`src/rtl/rcpe_pkg.sv`:
```
// rcpe_pkg: shared types, constants and command tables of the remote command pulse encoder
// no dependencies, imported by rcpe_front, rcpe_back and remote_command_pulse_encoder
package rcpe_pkg;

  localparam int CTRL_W    = 27;
  localparam int IN_DATA_W = 32;
  localparam int OUT_DATA_W = 16;
  localparam int CFG_IDX_W = 3;
  localparam int CFG_DATA_W = 10;

  typedef logic [4:0] step_t;

  localparam step_t STEP_LAST  = 5'd23;
  localparam step_t STEP_PLAY  = 5'd8;

  localparam logic [4:0] CODE_PLAY  = 5'h14;
  localparam logic [4:0] CODE_PAUSE = 5'h0a;
  localparam logic [4:0] CODE_ENTER = 5'h1a;
  localparam logic [7:0] CMD_TRAILER = 8'h20;
  localparam logic [2:0] CMD_PREFIX  = 3'b001;
  localparam logic [3:0] FRAME_PULSES = 4'd12;

  typedef enum logic [1:0] {
    FX_NONE  = 2'd0,
    FX_CLEAR = 2'd1,
    FX_SET   = 2'd2
  } fx_t;

  typedef enum logic [CFG_IDX_W-1:0] {
    CFG_PULSE_TICKS    = 3'd0,
    CFG_ZERO_GAP_TICKS = 3'd1,
    CFG_ONE_GAP_TICKS  = 3'd2,
    CFG_IDLE_TICKS     = 3'd3,
    CFG_AUTOPLAY       = 3'd4
  } cfg_idx_t;

  typedef struct packed {
    logic [7:0] pulse_ticks;
    logic [7:0] zero_gap_ticks;
    logic [7:0] one_gap_ticks;
    logic [9:0] idle_ticks;
    logic       autoplay;
  } cfg_t;

  typedef struct packed {
    logic [CTRL_W-1:0] controls;
    logic              req_type;
  } item_t;

  // button bit examined at each scan step: functions, then digits, then enter
  function automatic logic [4:0] step_btn(step_t s);
    logic [4:0] b;
    if (s < 5'd13) begin
      b = s;
    end else if (s < 5'd23) begin
      b = s + 5'd3;
    end else begin
      b = 5'd26;
    end
    return b;
  endfunction

  function automatic logic [4:0] step_code(step_t s);
    logic [4:0] c;
    unique case (s)
      5'd0:  c = 5'h12;
      5'd1:  c = 5'h04;
      5'd2:  c = 5'h1c;
      5'd3:  c = 5'h08;
      5'd4:  c = 5'h02;
      5'd5:  c = 5'h18;
      5'd6:  c = 5'h0c;
      5'd7:  c = 5'h10;
      5'd8:  c = CODE_PLAY;
      5'd9:  c = 5'h0b;
      5'd10: c = 5'h06;
      5'd11: c = 5'h0e;
      5'd12: c = 5'h16;
      5'd13: c = 5'h01;
      5'd14: c = 5'h11;
      5'd15: c = 5'h09;
      5'd16: c = 5'h19;
      5'd17: c = 5'h05;
      5'd18: c = 5'h15;
      5'd19: c = 5'h0d;
      5'd20: c = 5'h1d;
      5'd21: c = 5'h03;
      5'd22: c = 5'h13;
      5'd23: c = CODE_ENTER;
      default: c = 5'h00;
    endcase
    return c;
  endfunction

  function automatic fx_t step_fx(step_t s);
    fx_t f;
    if (s == 5'd0 || s == 5'd1 || s == STEP_LAST) begin
      f = FX_CLEAR;
    end else if (s >= 5'd2 && s <= 5'd7) begin
      f = FX_SET;
    end else begin
      f = FX_NONE;
    end
    return f;
  endfunction

  // scan and fast buttons act on level
  function automatic logic step_level(step_t s);
    return (s == 5'd2) || (s == 5'd3) || (s == 5'd6) || (s == 5'd7);
  endfunction

endpackage

```
`src/rtl/rcpe_front.sv`:
```
// rcpe_front: input side, takes words, splits kind and controls, holds them in a two-entry queue
// depends on rcpe_pkg
module rcpe_front (
  input  logic                          clk,
  input  logic                          rst_n,
  input  logic                          in_tvalid,
  output logic                          in_tready,
  input  logic [rcpe_pkg::IN_DATA_W-1:0] in_tdata,
  input  logic [0:0]                    in_tuser,
  output rcpe_pkg::item_t               item,
  output logic                          item_valid,
  input  logic                          item_pop
);
  import rcpe_pkg::*;

  item_t      q_r [2];
  logic       wr_ptr_r, wr_ptr_nxt;
  logic       rd_ptr_r, rd_ptr_nxt;
  logic [1:0] cnt_r, cnt_nxt;
  logic       push, pop;

  assign in_tready  = (cnt_r != 2'd2);
  assign item_valid = (cnt_r != 2'd0);
  assign item       = q_r[rd_ptr_r];
  assign push       = in_tvalid && in_tready;
  assign pop        = item_pop && item_valid;

  always_comb begin
    wr_ptr_nxt = push ? ~wr_ptr_r : wr_ptr_r;
    rd_ptr_nxt = pop ? ~rd_ptr_r : rd_ptr_r;
    cnt_nxt    = cnt_r + {1'b0, push} - {1'b0, pop};
  end

  always_ff @(posedge clk) begin
    if (!rst_n) begin
      wr_ptr_r <= 1'b0;
      rd_ptr_r <= 1'b0;
      cnt_r    <= 2'd0;
    end else begin
      wr_ptr_r <= wr_ptr_nxt;
      rd_ptr_r <= rd_ptr_nxt;
      cnt_r    <= cnt_nxt;
    end
  end

  always_ff @(posedge clk) begin
    if (push) begin
      q_r[wr_ptr_r] <= '{controls: in_tdata[CTRL_W-1:0], req_type: in_tuser[0]};
    end
  end

endmodule

```
`src/rtl/rcpe_back.sv`:
```
// rcpe_back: executes items, button scan with command byte queue and the pulse serializer
// depends on rcpe_pkg; fed by rcpe_front
module rcpe_back #(
  parameter int QUEUE_DEPTH = 16,
  localparam int QCW = $clog2(QUEUE_DEPTH + 1),
  localparam int IW  = $clog2(QUEUE_DEPTH)
) (
  input  logic                            clk,
  input  logic                            rst_n,
  input  rcpe_pkg::cfg_t                  cfg,
  input  rcpe_pkg::item_t                 item,
  input  logic                            item_valid,
  output logic                            item_pop,
  output logic                            out_tvalid,
  input  logic                            out_tready,
  output logic [rcpe_pkg::OUT_DATA_W-1:0] out_tdata,
  output logic [QCW-1:0]                  dbg_qcount,
  output logic [3:0]                      dbg_pulses_left,
  output logic                            dbg_push
);
  import rcpe_pkg::*;

  typedef enum logic [7:0] {
    ST_IDLE   = 8'b0000_0001,
    ST_AUTO   = 8'b0000_0010,
    ST_SCAN   = 8'b0000_0100,
    ST_PUSH_A = 8'b0000_1000,
    ST_PUSH_B = 8'b0001_0000,
    ST_TICK   = 8'b0010_0000,
    ST_LOAD   = 8'b0100_0000,
    ST_DONE   = 8'b1000_0000
  } state_t;

  state_t            state_r, state_nxt;
  step_t             step_r, step_nxt;
  logic              req_type_r, req_type_nxt;
  logic [CTRL_W-1:0] ctrl_r, ctrl_nxt;
  logic [CTRL_W-1:0] prev_r, prev_nxt;
  logic              play_r, play_nxt;
  logic              auto_pend_r, auto_pend_nxt;
  logic              ret_auto_r, ret_auto_nxt;
  logic [4:0]        code_r, code_nxt;
  logic [4:0]        drop_r, drop_nxt;
  logic [IW-1:0]     wr_ptr_r, wr_ptr_nxt;
  logic [IW-1:0]     rd_ptr_r, rd_ptr_nxt;
  logic [QCW-1:0]    qcount_r, qcount_nxt;
  logic [7:0]        shift_r, shift_nxt;
  logic [3:0]        pl_r, pl_nxt;
  logic [9:0]        wait_r, wait_nxt;
  logic [7:0]        pcnt_r, pcnt_nxt;
  logic              out_valid_r, out_valid_nxt;
  logic [OUT_DATA_W-1:0] out_data_r, out_data_nxt;

  logic [7:0]        mem [QUEUE_DEPTH];
  logic [7:0]        rd_data_r;
  logic              mem_we;
  logic [7:0]        mem_wdata;

  logic              room;
  logic [4:0]        bit_idx;
  logic              lvl, rise, trig, pnew;
  logic [4:0]        code_sel;
  fx_t               fx_sel;
  logic [9:0]        wdec, gap;
  logic [31:0]       q32;

  function automatic logic [IW-1:0] wrap_inc(logic [IW-1:0] p);
    return (p == IW'(QUEUE_DEPTH - 1)) ? '0 : p + 1'b1;
  endfunction

  assign room = ({1'b0, qcount_r} + (QCW+1)'(2)) <= (QCW+1)'(QUEUE_DEPTH);
  assign q32  = 32'(qcount_r);

  assign out_tvalid      = out_valid_r;
  assign out_tdata       = out_data_r;
  assign dbg_qcount      = qcount_r;
  assign dbg_pulses_left = pl_r;
  assign dbg_push        = mem_we;

  always_comb begin
    state_nxt     = state_r;
    step_nxt      = step_r;
    req_type_nxt  = req_type_r;
    ctrl_nxt      = ctrl_r;
    prev_nxt      = prev_r;
    play_nxt      = play_r;
    auto_pend_nxt = auto_pend_r;
    ret_auto_nxt  = ret_auto_r;
    code_nxt      = code_r;
    drop_nxt      = drop_r;
    wr_ptr_nxt    = wr_ptr_r;
    rd_ptr_nxt    = rd_ptr_r;
    qcount_nxt    = qcount_r;
    shift_nxt     = shift_r;
    pl_nxt        = pl_r;
    wait_nxt      = wait_r;
    pcnt_nxt      = pcnt_r;
    out_valid_nxt = out_valid_r && !out_tready;
    out_data_nxt  = out_data_r;
    item_pop      = 1'b0;
    mem_we        = 1'b0;
    mem_wdata     = CMD_TRAILER;

    bit_idx  = step_btn(step_r);
    lvl      = ctrl_r[bit_idx];
    rise     = ctrl_r[bit_idx] && !prev_r[bit_idx];
    trig     = step_level(step_r) ? (lvl && (qcount_r <= QCW'(1))) : rise;
    pnew     = ~play_r;
    code_sel = step_code(step_r);
    fx_sel   = step_fx(step_r);
    wdec     = (wait_r != 10'd0) ? wait_r - 10'd1 : 10'd0;
    gap      = {2'b00, (shift_r[7] ? cfg.one_gap_ticks : cfg.zero_gap_ticks)};

    unique case (state_r)
      ST_IDLE: begin
        if (item_valid) begin
          item_pop     = 1'b1;
          req_type_nxt = item.req_type;
          ctrl_nxt     = item.controls;
          drop_nxt     = 5'd0;
          step_nxt     = '0;
          if (auto_pend_r) begin
            state_nxt = ST_AUTO;
          end else begin
            state_nxt = item.req_type ? ST_TICK : ST_SCAN;
          end
        end
      end
      ST_AUTO: begin
        auto_pend_nxt = 1'b0;
        state_nxt     = req_type_r ? ST_TICK : ST_SCAN;
        if (cfg.autoplay) begin
          if (room) begin
            code_nxt     = CODE_PLAY;
            play_nxt     = 1'b1;
            ret_auto_nxt = 1'b1;
            state_nxt    = ST_PUSH_A;
          end else begin
            drop_nxt = (drop_r != 5'd31) ? drop_r + 5'd1 : drop_r;
          end
        end
      end
      ST_SCAN: begin
        // play/pause flips the flag first, then picks play or pause
        if (step_r == STEP_PLAY && rise) begin
          play_nxt = pnew;
          code_sel = pnew ? CODE_PLAY : CODE_PAUSE;
        end
        if (trig && room) begin
          code_nxt     = code_sel;
          ret_auto_nxt = 1'b0;
          state_nxt    = ST_PUSH_A;
          if (fx_sel == FX_SET) begin
            play_nxt = 1'b1;
          end else if (fx_sel == FX_CLEAR) begin
            play_nxt = 1'b0;
          end
        end else begin
          if (trig) begin
            drop_nxt = (drop_r != 5'd31) ? drop_r + 5'd1 : drop_r;
          end
          if (step_r == STEP_LAST) begin
            prev_nxt  = ctrl_r;
            state_nxt = ST_DONE;
          end else begin
            step_nxt = step_r + 5'd1;
          end
        end
      end
      ST_PUSH_A: begin
        mem_we     = 1'b1;
        mem_wdata  = {CMD_PREFIX, code_r};
        wr_ptr_nxt = wrap_inc(wr_ptr_r);
        qcount_nxt = qcount_r + 1'b1;
        state_nxt  = ST_PUSH_B;
      end
      ST_PUSH_B: begin
        mem_we     = 1'b1;
        mem_wdata  = CMD_TRAILER;
        wr_ptr_nxt = wrap_inc(wr_ptr_r);
        qcount_nxt = qcount_r + 1'b1;
        if (ret_auto_r) begin
          state_nxt = req_type_r ? ST_TICK : ST_SCAN;
        end else if (step_r == STEP_LAST) begin
          prev_nxt  = ctrl_r;
          state_nxt = ST_DONE;
        end else begin
          step_nxt  = step_r + 5'd1;
          state_nxt = ST_SCAN;
        end
      end
      ST_TICK: begin
        state_nxt = ST_DONE;
        if (pcnt_r != 8'd0) begin
          pcnt_nxt = pcnt_r - 8'd1;
        end
        if (wdec != 10'd0) begin
          wait_nxt = wdec;
        end else if (pl_r != 4'd0) begin
          pcnt_nxt  = cfg.pulse_ticks;
          wait_nxt  = (gap == 10'd0) ? 10'd1 : gap;
          shift_nxt = {shift_r[6:0], 1'b0};
          pl_nxt    = pl_r - 4'd1;
        end else if (qcount_r != '0) begin
          // byte read is registered, taken in the next cycle
          rd_ptr_nxt = wrap_inc(rd_ptr_r);
          qcount_nxt = qcount_r - 1'b1;
          pl_nxt     = FRAME_PULSES;
          wait_nxt   = (cfg.idle_ticks == 10'd0) ? 10'd1 : cfg.idle_ticks;
          state_nxt  = ST_LOAD;
        end else begin
          wait_nxt = (cfg.idle_ticks == 10'd0) ? 10'd1 : cfg.idle_ticks;
        end
      end
      ST_LOAD: begin
        shift_nxt = rd_data_r;
        state_nxt = ST_DONE;
      end
      ST_DONE: begin
        if (!out_valid_r || out_tready) begin
          out_valid_nxt = 1'b1;
          out_data_nxt  = {3'b000, (pl_r != 4'd0), drop_r, q32[4:0], play_r,
                           (pcnt_r != 8'd0)};
          state_nxt     = ST_IDLE;
        end
      end
      default: begin
        state_nxt = ST_IDLE;
      end
    endcase
  end

  always_ff @(posedge clk) begin
    if (!rst_n) begin
      state_r     <= ST_IDLE;
      step_r      <= '0;
      req_type_r  <= 1'b0;
      prev_r      <= '0;
      play_r      <= 1'b0;
      auto_pend_r <= 1'b1;
      ret_auto_r  <= 1'b0;
      drop_r      <= 5'd0;
      wr_ptr_r    <= '0;
      rd_ptr_r    <= '0;
      qcount_r    <= '0;
      shift_r     <= 8'd0;
      pl_r        <= 4'd0;
      wait_r      <= 10'd1;
      pcnt_r      <= 8'd0;
      out_valid_r <= 1'b0;
    end else begin
      state_r     <= state_nxt;
      step_r      <= step_nxt;
      req_type_r  <= req_type_nxt;
      prev_r      <= prev_nxt;
      play_r      <= play_nxt;
      auto_pend_r <= auto_pend_nxt;
      ret_auto_r  <= ret_auto_nxt;
      drop_r      <= drop_nxt;
      wr_ptr_r    <= wr_ptr_nxt;
      rd_ptr_r    <= rd_ptr_nxt;
      qcount_r    <= qcount_nxt;
      shift_r     <= shift_nxt;
      pl_r        <= pl_nxt;
      wait_r      <= wait_nxt;
      pcnt_r      <= pcnt_nxt;
      out_valid_r <= out_valid_nxt;
    end
  end

  always_ff @(posedge clk) begin
    ctrl_r     <= ctrl_nxt;
    code_r     <= code_nxt;
    out_data_r <= out_data_nxt;
  end

  always_ff @(posedge clk) begin
    if (mem_we) begin
      mem[wr_ptr_r] <= mem_wdata;
    end
    rd_data_r <= mem[rd_ptr_r];
  end

endmodule

```
`src/rtl/remote_command_pulse_encoder.sv`:
```
// remote_command_pulse_encoder: top level, config registers, front queue and back executor
// depends on rcpe_pkg, rcpe_front, rcpe_back
// the first word after reset also passes the autoplay step, which queues a play command
// when autoplay is set
// throughput: one word at a time in the back end, set by the serial 24-step button scan
// and the single write port of the byte queue; the front holds two more words meanwhile
// reset: rst_n synchronous active low, config to defaults, autoplay pending, queue empty
module remote_command_pulse_encoder #(
  parameter int QUEUE_DEPTH = 16
) (
  input  logic                             clk,
  input  logic                             rst_n,
  // input words
  input  logic                             in_tvalid,
  output logic                             in_tready,
  input  logic [rcpe_pkg::IN_DATA_W-1:0]   in_tdata,   // [26:0] controls, rest zero
  input  logic [0:0]                       in_tuser,   // [0] req_type: 0 sample, 1 tick
  // result words
  output logic                             out_tvalid,
  input  logic                             out_tready,
  output logic [rcpe_pkg::OUT_DATA_W-1:0]  out_tdata,  // [0] control_line, [1] playing,
                                                       // [6:2] queue_level, [11:7] dropped,
                                                       // [12] sending, rest zero
  // register writes
  input  logic                             cfg_valid,
  output logic                             cfg_ready,
  input  logic [rcpe_pkg::CFG_IDX_W-1:0]   cfg_index,
  input  logic [rcpe_pkg::CFG_DATA_W-1:0]  cfg_data
);
  import rcpe_pkg::*;

  localparam int QCW = $clog2(QUEUE_DEPTH + 1);

  cfg_t           cfg_r, cfg_nxt;
  item_t          item;
  logic           item_valid, item_pop;
  logic [QCW-1:0] dbg_qcount;
  logic [3:0]     dbg_pulses_left;
  logic           dbg_push;

  // registers always take a write
  assign cfg_ready = 1'b1;

  always_comb begin
    cfg_nxt = cfg_r;
    if (cfg_valid) begin
      unique case (cfg_index)
        CFG_PULSE_TICKS:    cfg_nxt.pulse_ticks    = cfg_data[7:0];
        CFG_ZERO_GAP_TICKS: cfg_nxt.zero_gap_ticks = cfg_data[7:0];
        CFG_ONE_GAP_TICKS:  cfg_nxt.one_gap_ticks  = cfg_data[7:0];
        CFG_IDLE_TICKS:     cfg_nxt.idle_ticks     = cfg_data[9:0];
        CFG_AUTOPLAY:       cfg_nxt.autoplay       = cfg_data[0];
        default:            cfg_nxt = cfg_r;  // unknown index is ignored
      endcase
    end
  end

  always_ff @(posedge clk) begin
    if (!rst_n) begin
      cfg_r <= '{pulse_ticks: 8'd1, zero_gap_ticks: 8'd4, one_gap_ticks: 8'd8,
                 idle_ticks: 10'd120, autoplay: 1'b1};
    end else begin
      cfg_r <= cfg_nxt;
    end
  end

  // front: accepts words and queues them in order, each with its kind
  rcpe_front u_front (
    .clk        (clk),
    .rst_n      (rst_n),
    .in_tvalid  (in_tvalid),
    .in_tready  (in_tready),
    .in_tdata   (in_tdata),
    .in_tuser   (in_tuser),
    .item       (item),
    .item_valid (item_valid),
    .item_pop   (item_pop)
  );

  // back: button scan, command byte queue, pulse serializer, result register
  rcpe_back #(
    .QUEUE_DEPTH (QUEUE_DEPTH)
  ) u_back (
    .clk             (clk),
    .rst_n           (rst_n),
    .cfg             (cfg_r),
    .item            (item),
    .item_valid      (item_valid),
    .item_pop        (item_pop),
    .out_tvalid      (out_tvalid),
    .out_tready      (out_tready),
    .out_tdata       (out_tdata),
    .dbg_qcount      (dbg_qcount),
    .dbg_pulses_left (dbg_pulses_left),
    .dbg_push        (dbg_push)
  );

`ifndef SYNTHESIS
  // byte queue never holds more than its depth
  a_qcount_bound: assert property (@(posedge clk) disable iff (!rst_n)
    dbg_qcount <= QCW'(QUEUE_DEPTH))
    else $error("byte queue count above depth");

  // a byte is only written when a slot is free
  a_push_room: assert property (@(posedge clk) disable iff (!rst_n)
    dbg_push |-> (dbg_qcount < QCW'(QUEUE_DEPTH)))
    else $error("byte written into full queue");

  // a frame never has more than twelve pulses
  a_frame_len: assert property (@(posedge clk) disable iff (!rst_n)
    dbg_pulses_left <= FRAME_PULSES)
    else $error("pulse count beyond frame length");
`endif

endmodule
```
`config.mk`:
```
export PLATFORM = sky130hd
export DESIGN_NAME = remote_command_pulse_encoder
export DESIGN_NICKNAME = d
export VERILOG_FILES = /design/src/rtl/rcpe_pkg.sv /design/src/rtl/rcpe_front.sv /design/src/rtl/rcpe_back.sv /design/src/rtl/remote_command_pulse_encoder.sv
export SDC_FILE = /design/constraint.sdc
export NUM_CORES = 1
export LEC_CHECK = 0
export ABC_AREA = 0
export BUFFER_PORTS_ARGS = -buffer_cell sky130_fd_sc_hd__buf_2
export CORE_MARGIN = 2
export CORE_UTILIZATION = 60
export DETAILED_ROUTE_END_ITERATION = 7
export GPL_TIMING_DRIVEN = 0
export PLACE_DENSITY_LB_ADDON = 0.25
export SYNTH_ARGS = -nofsm -noshare
export SYNTH_HDL_FRONTEND = slang
export SYNTH_SLANG_ARGS = --single-unit
```
`constraint.sdc`:
```
create_clock -name clk -period 6.2 [get_ports clk]
set_input_delay 1.55 -clock clk [delete_from_list [all_inputs] [get_ports clk]]
set_output_delay 1.55 -clock clk [all_outputs]
set_load 0.1 [all_outputs]
```
## Word level (Yosys, flattened, before mapping)

Memory sizes are Yosys's and may differ from the RTL's. A register that Yosys moved wholly into a read port is not among the register bits.
Index checks and enable logic that the tools add are counted.

- Bits in latches: 0
- Word-level logic and storage cells: 235
- Memories kept: 3
- Register bits after elaboration: 185
- ROM bits: 160
- Memory bits (writable): 136
- Output and inout bits: 19

- Multiplexer cells: 88
- Reductions and logical operators: 52
- Equality and inequality tests: 39
- Shifts and indexed selects: 0
- $add $sub $neg: 13
- Div/mod/pow operators: 0
- Multipliers: 0
- Order comparisons: 7
- Bitwise logic cells: 5

Memory list:

| name | depth | bits a word | rd ports | clocked after Yosys merged registers in | wr ports | RTL line | RTL |
|---|---|---|---|---|---|---|---|
| (name not given) | 32 | 5 | 1 | 1 | 0 | rcpe_pkg.sv:65 | `unique case (s)` |
| u_back.mem | 16 | 5 | 1 | 1 | 1 | rcpe_back.sv:54 | `logic [7:0] mem [QUEUE_DEPTH];` |
| u_front.q_r | 2 | 28 | 1 | 1 | 1 | rcpe_front.sv:16 | `item_t q_r [2];` |

Operators with widths:

| cell | count |
|---|---|
| $mux W8 | 19 |
| $mux W5 | 22 |
| $mux W27 | 3 |
| $pmux W8 S8 | 1 |
| $pmux W27 S2 | 1 |
| $mux W10 | 4 |
| $pmux W5 S3 | 2 |
| $mux W1 | 21 |
| $pmux W5 S2 | 2 |
| $reduce_bool A10 Y1 | 2 |
| $mux W4 | 4 |
| $ne A2 B2 Y1 const B | 8 |
| $pmux W8 S2 | 1 |
| $reduce_and A4 Y1 | 4 |
| $add A5 B1 Y5 const B | 3 |
| $reduce_and A3 Y1 | 5 |
| $reduce_and A2 Y1 | 7 |
| $mux W6 | 2 |
| $ne A2 B1 Y1 const B | 6 |
| $reduce_bool A2 Y1 | 6 |
| $bmux W1 S5 | 2 |
| $eq A5 B2 Y1 const B | 2 |
| $eq A5 B3 Y1 const B | 2 |
| $logic_not A10 Y1 | 1 |
| 50 further kinds | 74 |

## Depth between registers and ports, before layout

Gate-level depths: netlist of the first run.

- Word-level depth: 13
- Depth in mapped cells: 21
- Gate-level depth less buffers: 19

## Hierarchy

A second synthesis of the first run with hierarchy kept.

- Cell total of the unflattened synthesis: 1,275
- Area total of the unflattened synthesis: 14,884.3 um^2

Modules (own cells, without submodules):

| module | cells an instance | times used | area an instance (um^2) | sequential area each (um^2) |
|---|---|---|---|---|
| rcpe_back | 1,025 | 1 | 11,129.4 | 5,815.6 |
| rcpe_front | 111 | 1 | 2,358.5 | 1,781.7 |
| remote_command_pulse_encoder | 139 | 1 | 1,396.3 | 700.7 |

## Worst setup path after synthesis of the first run

Ideal clock, no wire load.

- Path type: reg-to-reg
- From: register u_back.step_r[1]
- To: register (tool-made name)
- Arrival time: 3,954 ps
- Setup slack: 2,109 ps
- Stages on the path, launching flop included: 20
- Path buffers: 2
- Period minus slack after synthesis: 4,091 ps
- Cell sequence: dfxtp_1 -> clkbuf_1 -> inv_1 -> ha_1 -> clkbuf_1 -> or3_1 -> a21boi_1 -> o32a_1 -> a2bb2oi_1 -> a41o_1 -> o211ai_2 -> nand4b_1 -> and2_1 -> a22o_1 -> nand2_1 -> inv_1 -> ha_1 -> mux2_2 -> a22oi_1 -> o221ai_1

RTL lines:

| element | RTL line | RTL |
|---|---|---|
| from (decl) | rcpe_back.sv:35 | `step_t step_r, step_nxt;` |
| from (signal assigned) | rcpe_back.sv:253 | `step_r <= step_nxt;` |

==> key figures, run 1 <==
Outcome
  • Outcome: complete, no violations

STA
  • Total negative setup slack: 0 ps
  • Post-route clock period utilization: between 80% and 90%
  • Fin Clk Skew: 16.59 ps
  • RSZ-0062 raised after global routing: no
  • Fin crit period: approximately 5100 ps
  • Final setup vio count: 0
  • Maximum clock rate: slightly below 200 MHz
  • Max_slew headroom: around 16%
  • Slew Limit Fails: 0
  • Worst slew pin tran: ~1300 ps
  • Final hold violation count: 0

Clock network
  • CTS resizes: 0
  • Root Buffer: clkbuf_16
  • Post-CTS Repair Setup Buffers: 0
  • Clock-pin slew on the worst setup and hold paths: approximately 60 ps
  • H-Tree Depth: 2
  • CTS tree: built
  • Clock latency on the worst-skew pair: 500 ps
  • # clock sinks: about 320
  • CTS buffer count: 35
  • Largest buffer count on any clock path: 3
  • Cts hold-fix bufs: 0

Global route
  • Vias in the first global route: about 10k
  • GRT Util Overall: between 20% and 30%
  • Largest net degree at the start of global routing: 31
  • First-pass GRT wire length: 51650 um
  • Number of antenna violations at the first check in global routing: 0
  • Total congestion overflow: 0

Power
  • Psw: 1.295 mW
  • Combinational Power Share: 11.6%
  • Switching Share: approximately a quarter
  • Internal: between 3 and 4 mW
  • P per Cell Area: 322.0 nW/um2
  • Lkg Pwr: ~6 nW
  • Max rail drop VDD: just over 0.3 mV
  • Clock power share: approximately two fifths
  • Sequential power share: between 40% and 50%

Drt
  • Vias: about 10k
  • Drt total wl: roughly 32000 um
  • Routed vias/inst: around 6
  • WL/cell: ~19 um
  • 1st-iter DRT viols: 961
  • Drc violations: 0
  • Antenna Violating Nets Remaining: 0
  • First drt pass iteration count: 6

Placed design
  • PortBufs: between 50 and 60
  • Dpl hpwl: 21470 um
  • Gpl congestion: just over 0.9

Logic synthesis
  • Synth Area in Compound Gates: between 9 and 10%
  • Post-synth EDFFs: 181
  • Yosys warning count: 0
  • Syn Area/Cell: 11.43 um2
  • Simple-gate share of the synthesized area: around 15%
  • Largest family of logic cells by synthesized area: simple AND/OR/NAND/NOR gates
  • Gate Count Post-Synth: 1264
  • Synth Cell Area: approximately 14000 um2
  • Mux share of post-synthesis cell area: 10.80%
  • Register area share after synthesis: a little under three fifths
  • Ys flop type: edfxtp_1
  • Xor and xnor fraction of the mapped netlist area: roughly 1.4%
  • Synthesis-stage register bit count: about 320
  • Synth unique cells: 85
  • Post-Synth Adder-Cell Area: under 10%
  • Ys async rst share: 0%

Finish
  • ANT cells: 0
  • Area growth syn-to-layout: 13.09%
  • Register area: slightly above 8000 um2
  • Util after Layout: a little over two thirds
  • Area of the multi-input gates: ~5700 um2
  • Fraction of layout instances using a drive strength above 1: 15.72%
  • Nets: around 1.4k
  • Filler instances: approximately 1.7k

Floorplan
  • Die height: roughly 160 um
  • Num ports: 70
  • Initial Util: between 60% and 70%
  • Chip width: around 160 um
  • FP Rows: 56
  • Die ar.: ~25000 um2
  • Core region area: 23540 um2

Worst setup path
  • Crit path DAT: ~5400 ps
  • Largest delay share family, worst path: compound AO/OA/AOI/OAI gates
  • Critical setup path kind: flip-flop to flip-flop
  • Largest stage delay, worst path: between 400 and 500 ps
  • Req. time, crit path: roughly 6600 ps
  • Levels on crit path: 19
  • CP Launch Type: flip-flop
  • Critical Path Fanout Max: 10
  • Worst R2R Path Depth: 19
  • Crit path max-delay cell type: dfxtp_1
  • Crit. End Element: flip-flop
  • WP buf/inv: 4
  • Worst-path cell chain: clkbuf_1 -> inv_1 -> ha_1 -> inv_1 -> a22oi_1 -> o211ai_4 -> clkbuf_1 -> a21oi_1 -> o221ai_1 -> o31ai_1 -> nor3_2 -> nand4b_1 -> and2_1 -> a22o_1 -> nand2_1 -> ha_1 -> mux2_2 -> a22oi_1 -> o221ai_1

Hold path
  • Hold WC Path Type: flip-flop to flip-flop
  • Hold Path Stages: 2

Job
  • MaxCap Viol Count: 0
power groups by stage:
stage / logic (mW) / clock network (mW) / registers, mW
final: 0.608 / 2.10 / 2.55
after global routing: 0.665 / 2.21 / 2.57
after CTS: 0.607 / 2.12 / 2.55
after detailed placement: 0.597 / 0 / 2.60
after global placement: 0.572 / 0 / 2.60
after floorplan: 0.428 / 0 / 2.57
cell usage in the layout (no fill, tap or decap), types with 5 or more instances in the layout:
cell,synthesis,layout
a211oi_1,12,12
a21oi_1,77,77
a31oi_1,6,6
and2_1,15,15
and3_1,13,12
buf_1,8,8
buf_2,6,64
buf_4,7,7
clkbuf_1,42,48
clkbuf_16,0,37
dfxtp_1,143,143
edfxtp_1,181,181
ha_1,29,29
inv_1,36,36
mux2_2,36,36
mux2i_1,58,58
mux4_2,25,25
nand2_1,147,147
nand2b_1,9,9
nand3_1,33,33
nand3b_1,10,10
nand4_1,5,5
nand4b_1,6,6
nor2_1,126,124
nor2b_1,5,5
nor3_1,20,20
nor3b_1,5,5
nor4_1,11,11
o211ai_1,5,5
o21ai_0,47,47
o21ai_1,6,6
o22ai_1,7,7
o31ai_1,7,7
or2_2,6,6
xnor2_1,14,14
xor2_1,9,9
metrics by stage:
step | hold WS [ps] | std cells | worst slack, ps | total power, mW | instance area [um2]
after CTS | 456.7 | 1706 | 1285 | 5.283 | 16340
after floorplan | 432.1 | 1266 | 2109 | 2.994 | 14460
after global routing | 476.9 | 1706 | 748.7 | 5.440 | 16340
after global placement | 437.9 | 1643 | 1379 | 3.168 | 15140
final | 458.3 | 1706 | 1132 | 5.262 | 16340
after detailed placement | 447.5 | 1643 | 1336 | 3.194 | 15160
kinds of logic (layout without fill, tap and decap cells):
group | Yosys count | in the layout
XOR/XNOR | 23 | 23
adder cells (fa/ha/maj) | 30 | 30
multiplexers | 120 | 120
flip-flops | 324 | 324
AND/OR/NAND/NOR | 439 | 439
buffers and inverters | 104 | 225
other | 2 | 4
AO/OA/AOI/OAI | 222 | 222
routing by layer:
metal  vias up  global-route usage, %  routed length, um
li1       4798                      -                  -
met1      4922                  33.38              13490
met2       437                  42.11              15200
met3        84                  4.064               2353
met4         0                  10.62               1125
met5         -                      0                  0
registers in the layout, indices dropped and copies added (netlist names), 5 cells and up, named ones only:
| name | count |
|---|---|
| cfg_r | 35 |
| u_back.code_r | 5 |
| u_back.ctrl_r | 27 |
| u_back.dbg_qcount | 5 |
| u_back.drop_r | 5 |
| u_back.mem | 80 |
| u_back.out_tdata | 13 |
| u_back.pcnt_r | 8 |
| u_back.prev_r | 27 |
| u_back.rd_data_r | 5 |
| u_back.shift_r | 8 |
| u_back.state_r | 8 |
| u_back.step_r | 5 |
| u_back.wait_r | 10 |
| u_front.q_r | 56 |
final cells by class:
class	instances	area share, %
plain buffers	66	1.884
clock buffers	46	6.019
clock inverters	17	1.195
multi-input cells	838	35.03
repair buffers	58	1.777
well taps	319	2.443
inverters	38	0.8730
flip-flops and latches	324	50.78
final timing paths:
kind | startpoint | to | slack [ps]
min reg2reg | u_back.shift_r[6]$_SDFFE_PN0P_ | u_back.shift_r[6]$_SDFFE_PN0P_ | 460
max reg2reg | u_back.step_r[1]$_SDFFE_PN0N_ | flip-flop | 1130
max | u_back.step_r[1]$_SDFFE_PN0N_ | flip-flop | 1130
min | u_back.shift_r[6]$_SDFFE_PN0P_ | u_back.shift_r[6]$_SDFFE_PN0P_ | 460
cells in the mapped netlist, drive strengths merged, types with 4 or more instances:
master / number / share of area, %
inv: 38 / 0.99
nor4: 11 / 0.48
buf: 24 / 1.0
o211ai: 8 / 0.64
and3: 13 / 0.56
and3b: 4 / 0.24
a22oi: 4 / 0.21
nand3: 34 / 1.2
nor3b: 6 / 0.35
mux2: 37 / 2.9
a31oi: 6 / 0.26
or4: 5 / 0.29
xor2: 9 / 0.55
a21oi: 77 / 2.7
mux4: 25 / 3.9
and4b: 5 / 0.40
xnor2: 14 / 0.85
and2: 15 / 0.65
nand3b: 10 / 0.52
nand2: 148 / 3.9
clkbuf: 42 / 1.1
nand2b: 10 / 0.48
ha: 29 / 2.5
dfxtp: 143 / 20
nand4b: 6 / 0.36
nor2: 126 / 3.3
nor2b: 5 / 0.22
or2: 6 / 0.26
nand4: 5 / 0.22
nor3: 23 / 0.90
a211oi: 12 / 0.62
a21o: 4 / 0.21
a221oi: 4 / 0.24
mux2i: 58 / 4.0
o31ai: 7 / 0.36
o22ai: 7 / 0.30
edfxtp: 181 / 38
or3: 4 / 0.17
o21ai: 53 / 1.8
a21boi: 4 / 0.21
worst min-delay path, cell delays in order, from the launching register on:
cell     delay, ps
dfxtp_1        310
nand2_1         50
a21oi_1         50
(Power assumes the default switching activity.)
==> inputs of run 2 (changes only) <==
Settings changed: ABC_AREA 0 to 1.
Clock period 6.2 ns to 4.8 ns, I/O delays scaled along.
==> key figures, run 2 <==
STA
  • Worst slew pin tran: roughly 1300 ps
  • Slew Limit Fails: 0
  • Fin crit period: 4451 ps
  • Fin Clk Skew: about 18 ps
  • Max_slew headroom: about an eighth
  • RSZ-0062 raised after global routing: no
  • Total negative setup slack: 0 ps
  • Final setup vio count: 0
  • Maximum clock rate: 224.7 MHz
  • Final hold violation count: 0
  • Post-route clock period utilization: between 90 and 100%

Power
  • Tot Pwr: ~8 mW
  • Max rail drop VDD: about 0.43 mV
  • Lkg Pwr: about 6.8 nW
  • P per Cell Area: 475.8 nW/um2

Logic synthesis
  • Synth top cells by count: 356 x nand2_1, 227 x nor2_1, 181 x edfxtp_1
  • Top-area cell type share of the netlist area: between 30% and 40%
  • Post-synth top area cell: edfxtp_1
  • Top-count cell post-synth: nand2_1
  • Synth Cell Area: approximately 15000 um2
  • Syn Area/Cell: around 9 um2
  • Ys async rst share: 0%
  • Synth area leaders: edfxtp_1 37%, dfxtp_1 20%, nand2_1 9.1%
  • Gate Count Post-Synth: approximately 1.6k
  • Yosys warning count: 0
  • Register area share after synthesis: roughly 57%
  • Synth unique cells: 54
  • Ys flop type: edfxtp_1
  • Synthesis-stage register bit count: approximately 320
  • Post-synth EDFFs: between 150 and 200

Worst setup path
  • Crit-path most repeated cell: nand2_1
  • Worst R2R Path Depth: 30
  • Largest stage delay, worst path: around 370 ps
  • Largest delay share family, worst path: simple AND/OR/NAND/NOR gates
  • Req. time, crit path: 5240 ps
  • Crit path max-delay cell type: dfxtp_1
  • CP Launch Type: flip-flop
  • WP buf/inv: 7
  • Crit path DAT: 4890 ps
  • Crit. End Element: flip-flop
  • Critical Path Fanout Max: 31
  • Critical setup path kind: flip-flop to flip-flop
  • Levels on crit path: 30

Clock network
  • CTS resizes: 0
  • CTS tree: built
  • Largest buffer count on any clock path: 3
  • CTS buffer count: 34
  • Clock-pin slew on the worst setup and hold paths: about 60 ps
  • H-Tree Depth: 2
  • Cts hold-fix bufs: 0
  • # clock sinks: 324
  • Root Buffer: clkbuf_16
  • Clock latency on the worst-skew pair: 520 ps
  • Post-CTS Repair Setup Buffers: 0

Drt
  • Antenna Violating Nets Remaining: 0
  • DR WL met3: 1900 um
  • Routed vias/inst: approximately 5.6
  • WL/cell: around 16 um
  • First drt pass iteration count: 6
  • Post-Route M1 WL: ~14000 um
  • Vias: between 10k and 15k
  • Drc violations: 0
  • Highest routed layer: met4
  • 1st-iter DRT viols: between 900 and 1k
  • Wire length on met2: between 15000 and 20000 um
  • Drt total wl: about 33000 um

Floorplan
  • Core region area: approximately 24000 um2
  • Die height: roughly 160 um
  • Initial Util: approximately 60%
  • Die ar.: 25610 um2
  • Chip width: between 150 and 200 um
  • FP Rows: 57
  • Num ports: 70

Global route
  • Number of antenna violations at the first check in global routing: 0
  • GRT Util Overall: around 25%
  • Total congestion overflow: 0
  • Largest net degree at the start of global routing: 32
  • Vias in the first global route: 10.76k
  • First-pass GRT wire length: about 53000 um

Finish
  • Post-route cell area: ~16000 um2
  • Largest register FFs: 80
  • Most frequent cells in the layout: 356 x nand2_1, 225 x nor2_1, 181 x edfxtp_1
  • Most flops, register: u_back.mem
  • Filler instances: between 1.5k and 2k
  • Largest regs: u_back.mem: 80 flops, u_front.q_r: 56 flops, cfg_r: 35 flops
  • ANT cells: 0
  • Area of the multi-input gates: 5456 um2
  • Register area: a little over 8000 um2
  • Commonest non-fill, non-tap cell in the layout: nand2_1
  • Fraction of layout instances using a drive strength above 1: between 10% and 20%
  • Nets: roughly 1.8k
  • Area growth syn-to-layout: 12.16%

Job
  • MaxCap Viol Count: 0

Placed design
  • Dpl hpwl: ~23000 um
  • Gpl congestion: ~0.93
  • PortBufs: 59
  • Placed cell area: ~15000 um2

Hold path
  • Hold WC Path Type: flip-flop to flip-flop
  • Hold Path Stages: 0

Outcome
  • Outcome: complete, no violations
==> run 2: changes by cell type after synthesis, sizes merged, moves of 58 or more <==
cell	change
inv	+100
mux2i	-58
nand2	+224
nor2	+111
o21ai	+91
nand3	+64
==> run 2: final timing paths <==
| check | from | end | slack [ps] |
|---|---|---|---|
| min reg2reg | u_back.dbg_qcount[3]$_SDFFE_PN0P_ | u_back.out_tdata[5]$_DFFE_PP_ | 420 |
| min | u_back.dbg_qcount[3]$_SDFFE_PN0P_ | u_back.out_tdata[5]$_DFFE_PP_ | 420 |
| max reg2reg | u_back.step_r[0]$_SDFFE_PN0N_ | u_front.cnt_r[1]$_SDFF_PN0_ | 350 |
| max | u_back.step_r[0]$_SDFFE_PN0N_ | u_front.cnt_r[1]$_SDFF_PN0_ | 350 |
==> run 2: metal layers <==
layer	global-route usage, %	vias up
met2	44.88	388
met4	7.944	0
met3	3.403	70
li1	-	5674
met5	0	-
met1	32.65	5396
==> run 2: where the power goes <==
part | internal [mW] | total, mW | switching, mW
Clock | 1.36 | 2.40 | 1.04
Combinational | 0.559 | 1.95 | 1.39
Sequential | 3.32 | 3.45 | 0.131
Total | 5.24 | 7.80 | 2.56
==> run 2: worst reg2reg max path: cells and delay by family (launching register included) <==
family / cells / cell delay (ps)
simple gates: 17 / 1790
buf+inv: 7 / 1090
fa+ha+maj: 3 / 720
xor+xnor: 1 / 180
flops: 1 / 370
compound gates: 2 / 240
==> run 2: layout make-up <==
cell class / count / share of cell area [%]
clock buffers: 43 / 5.582
well taps: 324 / 2.474
flip-flops and latches: 324 / 50.64
inverters: 145 / 3.367
repair buffers: 62 / 2.016
clock inverters: 19 / 0.6796
plain buffers: 64 / 1.940
multi-input cells: 1094 / 33.30
==> run 2: cell families after synthesis <==
logic type	share of synthesized area, %
adder cells (fa/ha/maj)	2.484
other	0.05141
AO/OA/AOI/OAI	10.96
buffers and inverters	5.935
flip-flops	56.80
XOR/XNOR	0.7794
AND/OR/NAND/NOR	22.99
==> run 2: per-stage QoR <==
step                      cells  hold WS [ps]  setup slack (ps)  utilization (%)
after floorplan            1627         406.4              1068                -
after global placement     2010         411.7             290.8            63.54
after detailed placement   2012         413.3             235.9            63.69
after CTS                  2074         427.3             210.7            67.94
after global routing       2075         452.3             63.39            67.97
final                      2075         424.8             348.7            67.97
